==> config.mk <==
export PLATFORM = sky130hd
export DESIGN_NAME = tcgp_ctrl
export DESIGN_NICKNAME = d
export VERILOG_FILES = /design/src/hdl/tcgp_pkg.sv /design/src/hdl/tcgp_ctrl.sv
export SDC_FILE = /design/constraint.sdc
export NUM_CORES = 1
export LEC_CHECK = 0
export BUFFER_PORTS_ARGS = -buffer_cell sky130_fd_sc_hd__buf_4
export CORE_MARGIN = 2
export CORE_UTILIZATION = 50
export CTS_BUF_LIST = sky130_fd_sc_hd__clkbuf_8
export CTS_CLUSTER_SIZE = 16
export DETAILED_ROUTE_END_ITERATION = 7
export GPL_TIMING_DRIVEN = 0
export MAX_ROUTING_LAYER = met4
export PLACE_DENSITY_LB_ADDON = 0.15
export SLEW_MARGIN = 20
export SYNTH_ARGS = -nofsm -noshare
export SYNTH_HDL_FRONTEND = slang
export SYNTH_SLANG_ARGS = --single-unit
export TNS_END_PERCENT = 30
==> constraint.sdc <==
create_clock -name clk -period 4.2 [get_ports clk]
set_clock_uncertainty 0.15 [all_clocks]
set_input_delay 0.42 -clock clk [delete_from_list [all_inputs] [get_ports clk]]
set_output_delay 0.42 -clock clk [all_outputs]
set_load 0.1 [all_outputs]
==> src/hdl/tcgp_pkg.sv <==
// ----------------------------------------------------------------------------
// tcgp_pkg
// Shared widths, request and register codes, and the command and status
// structs that join the ground probe controller and datapath.
// ----------------------------------------------------------------------------
package tcgp_pkg;

    localparam int RowW    = 5;     // map row
    localparam int ColW    = 8;     // map column / tile column
    localparam int TaddrW  = 13;    // tile store byte address
    localparam int ValW    = 8;     // write value, tile id
    localparam int WxW     = 16;    // world x
    localparam int GyW     = 15;    // ground y
    localparam int PyW     = 3;     // pixel row inside a tile
    localparam int MapAW   = RowW + ColW;
    localparam int DivW    = WxW - 3;   // world x in whole tiles
    localparam int StepW   = 4;         // counts the DivW remainder steps
    localparam int WidthW  = 9;
    localparam int HeightW = 6;
    localparam int ColourW = 4;
    localparam int CfgAW   = 2;
    localparam int CfgDW   = 15;
    localparam int InDW    = 56;
    localparam int OutDW   = 16;

    localparam logic [WidthW-1:0]  MaxMapCols  = 9'd256;
    localparam logic [HeightW-1:0] MaxMapRows  = 6'd32;
    localparam logic [StepW-1:0]   LastStep    = 4'(DivW - 1);

    localparam logic [WidthW-1:0]  WidthRst    = 9'd256;
    localparam logic [HeightW-1:0] HeightRst   = 6'd32;
    localparam logic [ColourW-1:0] ColourRst   = 4'd2;
    localparam logic [GyW-1:0]     NoGroundRst = 15'd239;

    typedef enum logic [1:0] {
        REQ_MAP_WR  = 2'd0,
        REQ_TILE_WR = 2'd1,
        REQ_QUERY   = 2'd2,
        REQ_NONE    = 2'd3
    } req_t;

    typedef enum logic [CfgAW-1:0] {
        CFG_MAP_WIDTH  = 2'd0,
        CFG_MAP_HEIGHT = 2'd1,
        CFG_GROUND     = 2'd2,
        CFG_NO_GROUND  = 2'd3
    } cfg_idx_t;

    typedef struct packed {
        logic ld_query;
        logic map_wr;
        logic tile_wr;
        logic mod_step;
        logic map_rd;
        logic row_inc;
        logic pix_clr;
        logic pix_rd;
        logic pix_inc;
        logic res_load;
        logic res_hit;
    } cmd_t;

    typedef struct packed {
        logic mod_last;
        logic h_zero;
        logic id_zero;
        logic row_last;
        logic pix_last;
        logic pix_match;
    } sts_t;

endpackage

==> src/hdl/tcgp_ctrl.sv <==
// ----------------------------------------------------------------------------
// tcgp_ctrl
// Sequencer for the ground probe: takes beats, runs the tile column
// remainder, walks map rows and pixel rows, and hands off the result.
// ----------------------------------------------------------------------------
module tcgp_ctrl
    import tcgp_pkg::*;
(
    input  logic       clk,
    input  logic       rst_n,
    input  logic       s_tvalid,
    output logic       s_tready,
    input  logic [1:0] s_tuser,
    output logic       m_tvalid,
    input  logic       m_tready,
    output cmd_t       cmd,
    input  sts_t       sts
);

    typedef enum logic [7:0] {
        ST_IDLE   = 8'b0000_0001,
        ST_MOD    = 8'b0000_0010,
        ST_MAPRD  = 8'b0000_0100,
        ST_MAPCHK = 8'b0000_1000,
        ST_PIXRD  = 8'b0001_0000,
        ST_PIXCHK = 8'b0010_0000,
        ST_FHIT   = 8'b0100_0000,
        ST_FMISS  = 8'b1000_0000
    } state_t;

    state_t state_reg, state_next;
    logic   mvalid_reg, mvalid_next;
    logic   accept;
    logic   out_free;

    assign s_tready = (state_reg == ST_IDLE);
    assign accept   = s_tvalid && s_tready;
    assign out_free = !mvalid_reg || m_tready;
    assign m_tvalid = mvalid_reg;

    always_comb
    begin
        state_next = state_reg;
        cmd        = '0;
        case (state_reg)
            ST_IDLE:
            begin
                if (accept)
                begin
                    case (req_t'(s_tuser))
                        REQ_MAP_WR:  cmd.map_wr = 1'b1;
                        REQ_TILE_WR: cmd.tile_wr = 1'b1;
                        REQ_QUERY:
                        begin
                            cmd.ld_query = 1'b1;
                            state_next   = ST_MOD;
                        end
                        default: ;
                    endcase
                end
            end
            ST_MOD:
            begin
                cmd.mod_step = 1'b1;
                if (sts.mod_last)
                    state_next = sts.h_zero ? ST_FMISS : ST_MAPRD;
            end
            ST_MAPRD:
            begin
                cmd.map_rd = 1'b1;
                state_next = ST_MAPCHK;
            end
            ST_MAPCHK:
            begin
                if (!sts.id_zero)
                begin
                    cmd.pix_clr = 1'b1;
                    state_next  = ST_PIXRD;
                end
                else if (sts.row_last)
                    state_next = ST_FMISS;
                else
                begin
                    cmd.row_inc = 1'b1;
                    state_next  = ST_MAPRD;
                end
            end
            ST_PIXRD:
            begin
                cmd.pix_rd = 1'b1;
                state_next = ST_PIXCHK;
            end
            ST_PIXCHK:
            begin
                if (sts.pix_match)
                    state_next = ST_FHIT;
                else if (!sts.pix_last)
                begin
                    cmd.pix_inc = 1'b1;
                    state_next  = ST_PIXRD;
                end
                else if (sts.row_last)
                    state_next = ST_FMISS;
                else
                begin
                    cmd.row_inc = 1'b1;
                    state_next  = ST_MAPRD;
                end
            end
            ST_FHIT, ST_FMISS:
            begin
                // hold the answer until the output register is free
                if (out_free)
                begin
                    cmd.res_load = 1'b1;
                    cmd.res_hit  = (state_reg == ST_FHIT);
                    state_next   = ST_IDLE;
                end
            end
            default: state_next = ST_IDLE;
        endcase
    end

    always_comb
    begin
        mvalid_next = mvalid_reg;
        if (cmd.res_load)
            mvalid_next = 1'b1;
        else if (m_tready)
            mvalid_next = 1'b0;
    end

    always_ff @(posedge clk or negedge rst_n)
    begin
        if (!rst_n)
        begin
            state_reg  <= ST_IDLE;
            mvalid_reg <= 1'b0;
        end
        else
        begin
            state_reg  <= state_next;
            mvalid_reg <= mvalid_next;
        end
    end

endmodule

Word level (Yosys, flattened, before mapping)

Index checks and enable logic that the tools add are counted.

Register bits: 9
Bits of input ports: 12
Output and inout bits: 13
Word-level logic and storage cells: 55

Equality and inequality tests: 14
Multiplexer cells: 32
Reductions and logical operators: 7

Operators with widths:

| operator                                      | count |
|---|---|
| two-way mux 8 bit                             | 9 |
| case mux 8 bit (7 select lines)               | 1 |
| two-way mux 1 bit                             | 17 |
| == test 8 x 1 -> 1 bit, second input constant | 1 |
| == test 8 x 2 -> 1 bit, second input constant | 1 |
| == test 8 x 3 -> 1 bit, second input constant | 1 |
| == test 8 x 4 -> 1 bit, second input constant | 1 |
| == test 8 x 5 -> 1 bit, second input constant | 1 |
| == test 8 x 6 -> 1 bit, second input constant | 1 |
| == test 8 x 7 -> 1 bit, second input constant | 1 |
| == test 8 bit, second input constant          | 1 |
| two-way mux 3 bit                             | 2 |
| two-way mux 2 bit                             | 2 |
| != test 2 x 1 -> 1 bit, second input constant | 2 |
| != test 2 bit, second input constant          | 2 |
| AND reduction 4 bit                           | 1 |
| == test 2 x 1 -> 1 bit, second input constant | 1 |
| == test 2 bit, second input constant          | 1 |
| logical NOT 2 bit                             | 1 |
| case mux 1 bit (2 select lines)               | 1 |
| nonzero test 2 bit                            | 1 |
| OR reduction 2 bit                            | 1 |
| logical AND 1 bit                             | 1 |
| logical NOT 1 bit                             | 1 |
| logical OR 1 bit                              | 1 |

Depth between registers and ports, before layout

Word-level depth: 5
Gate-level depth with buffers: 6

Worst setup path before layout

No wires, ideal clock.

Path kind: register to output
Start point: register mvalid_reg (netlist: m_tvalid)
End point: output cmd[0] in the netlist's numbering
Arrival: 3.366 ns
Data required time: 3.630 ns
Setup slack: 0.264 ns
Cell stages (with the launch flop): 4
Path buffers: 0
Cells stage by stage: dfrtp_1 > nand2b_1 > nand3_1 > nor3b_1

RTL lines:

| item                   | line             | source |
|---|---|---|
| start, declared        | tcgp_ctrl.sv:32  | `logic mvalid_reg, mvalid_next;` |
| start signal, assigned | tcgp_ctrl.sv:143 | `mvalid_reg <= mvalid_next;` |
| end, declared          | tcgp_ctrl.sv:16  | `output cmd_t cmd,` |

==> flow_summary.yaml <==
run_status:
  status: "finished clean"
placement:
  dp_slack_ns: 1.58
  place.gp.congestion: 0.820
  dpl_cell_area_um2: 898
  hpwl_um: 1420
  dp.cells: 115
  portBuffers: 24
detailed_routing:
  via_per_inst: 6.48
  routedWlPerCell_um: 16.9
  drt-initial-drc-count: 27
  wl_um: 2030
  dr_total_vias: 778
  antenna_left: 0
  drtPass1Iterations: 4
  drt_drc_violations_left: 0
logic_synthesis:
  ys_top_cells_by_area: "dfrtp_1 (29%), and4b_1 (4.3%), dfstp_2 (3.8%), nor2_1 (3.8%), nand4b_1 (3.8%)"
  ys_seq_elements: 9
  synth-seq-area-share_pct: 32.4
  syn-cell-area_um2: 699
  syn_nets: 88
  synth.largest_area_cell: "dfrtp_1"
  synth_top_area_share_pct: 28.6
  yosysWarnings: 0
  syn_inst: 76
  synth.avg_cell_area_um2: 9.20
  synth_cell_types: 45
clock_network:
  clock-sinks: 9
  cts-buffers-inserted: 3
  post-cts-setup-buffers: 0
  cts_tree: "yes"
  htreeDepth: 1
  cts_root_buffer: "clkbuf_8"
  clockBufferDepth: 2
  insertion_delay_ns: 0.24
  clk_pin_slew_worst_paths_ns: 0.05
timing:
  min_period_ns: 2.92
  max_slew_margin_pct: 47.6
  fin_tns_setup_ns: 0
  finalCritPeriodShare_pct: 69.4
  rsz0062_at_grt: "false"
  hold_viol: 0
  setup_slack_ns: 1.28
  drv_slew: 0
  setup_violations: 0
  fmax_ghz: 0.343
  tightest_slew_ns: 0.779
finish:
  final_nets: 118
  largest_register_ffs: 8
  final_common_cell: "buf_4"
  area_growth_pct: 36.3
  drive_above_1_share_pct: 37.1
  insertedDiodeCount: 0
  design_area_um2: 953
  final_cells: 120
  mostFrequentLayoutCells: "buf_4 (25), dfrtp_1 (8), nor2_1 (7)"
setup_path:
  cp-start-kind: "flip-flop"
  worst_ep_arrival_time_ns: 2.35
  critPathMaxFanout: 10
  path_class: "flip-flop to output pin"
  critPathCaptureType: "output pin"
  crit_required_ns: 3.63
  regToRegSetupSlack_ns: 2.03
power_and_ir_drop:
  total_power_uw: 458
  switching_share_pct: 47.1
  comb_power_share_pct: 55.4
  p_leak_nw: 0.483
  seqPwrFrac_pct: 22.4
  p_int_uw: 242
  clkPwrFrac_pct: 22.2
  power.density_nw_per_um2: 480
  peakVddDrop_uv: 252
  p_sw_uw: 216
die:
  core_um2: 1300
  die_h_um: 41.4
  fp-row-count: 13
  initial_core_util_pct: 53.8
  dieArea_um2: 1710
  io-pin-count: 25
  die_width_um: 41.4
grt:
  grt_use_total_pct: 25.8
  antenna_found_initial: 0
  grt_start_max_net_pins: 11
  grt_pass1_vias: 749
  grt_remaining_overflow: 0
  grt_pass1_wl_um: 3350
run:
  cap_violations: 0
min_path:
  hp-class: "primary input to flip-flop"
==> path summary, 6_finish.rpt <==
check | from | to | depth (start not counted)
worst max register to register | state_reg[7]$_DFFE_PN0P_ | state_reg[2]$_DFFE_PN0P_ | 5
min in group asynchronous | rst_n | state_reg[2]$_DFFE_PN0P_ | 2
worst min-delay path | sts[5] | state_reg[1]$_DFFE_PN0P_ | 2
max in group asynchronous | rst_n | state_reg[0]$_DFFE_PN1P_ | 2
worst min register to register | m_tvalid$_DFFE_PN0P_ | m_tvalid$_DFFE_PN0P_ | 2
worst max-delay path | state_reg[7]$_DFFE_PN0P_ | cmd[5] | 5
==> power groups by stage <==
stage	Combinational, mW	Clock [mW]	Sequential [mW]
2_1_floorplan	0.188	0	0.109
3_3_place_gp	0.241	0	0.103
3_5_place_dp	0.248	0	0.104
4_1_cts	0.252	0.100	0.103
5_1_grt	0.266	0.107	0.103
6_report	0.254	0.102	0.102
==> metrics by stage <==
stage | hold slack [ns] | util, %
3_5_place_dp | 0.102 | 69.0
6_report | 0.238 | 73.3
3_3_place_gp | 0.100 | 69.0
4_1_cts | 0.239 | 73.3
2_1_floorplan | -0.0256 | -
5_1_grt | 0.251 | 73.3
==> synthesized netlist by cell type (all sizes together) <==
master / number
o22ai: 2
o311a: 1
dfstp: 1
nand2b: 2
nor2b: 2
xor2: 1
or4b: 1
and2b: 1
o21ba: 1
o41ai: 1
nor2: 7
clkbuf: 2
o31ai: 1
nor4: 2
buf: 3
nand4: 1
nand2: 2
o41a: 1
a32o: 1
or4: 1
nor4b: 3
inv: 6
a211oi: 1
dfrtp: 8
o221ai: 1
and3: 2
nor3b: 1
nand3b: 1
nand4b: 3
and2: 1
nor3: 1
or3: 1
maj3: 1
nand3: 3
and3b: 1
or2: 1
a21oi: 1
o311ai: 1
o21ai: 1
mux2: 1
and4b: 3
==> logic make-up (layout without fill, tap and decap cells) <==
group,count (synthesis),after routing,share of synthesized area [%]
AO/OA/AOI/OAI,13,13,15.0
XOR/XNOR,1,1,1.25
adder cells (fa/ha/maj),1,1,1.43
buffers and inverters,11,40,6.80
flip-flops,9,9,32.4
multiplexers,1,1,1.61
AND/OR/NAND/NOR,40,40,41.5
==> critical path: stages, from the launching register on <==
cell	delay, ns
dfrtp_1	0.36
clkbuf_1	0.20
nor4_2	0.70
nand4_1	0.26
a21oi_1	0.27
buf_4	0.33
==> layer usage <==
metal | GRT usage [%] | vias to the layer above | wire [um]
li1 | - | 352 | -
met3 | 6.09 | 8 | 126
met2 | 42.8 | 41 | 1030
met5 | - | - | 0
met1 | 28.3 | 377 | 807
met4 | 14.2 | 0 | 66
==> area by class of cell <==
cell class                      count  area, um2
Tap cell                           15       18.8
Multi-Input combinational cell     56        425
Buffer                              5       25.0
Clock inverter                      1       3.75
Sequential cell                     9        226
Timing Repair Buffer               25        190
Clock buffer                        3       41.3
Fill cell                         110        348
Inverter                            6       22.5
==> repair_timing <==
| item | 4_1_cts | 5_1_grt |
|---|---|---|
| hold endpoints to repair | 8 | 0 |
| hold buffers | 1 | 0 |
| resized for setup | 0 | 0 |
(Power assumes the default switching activity.)
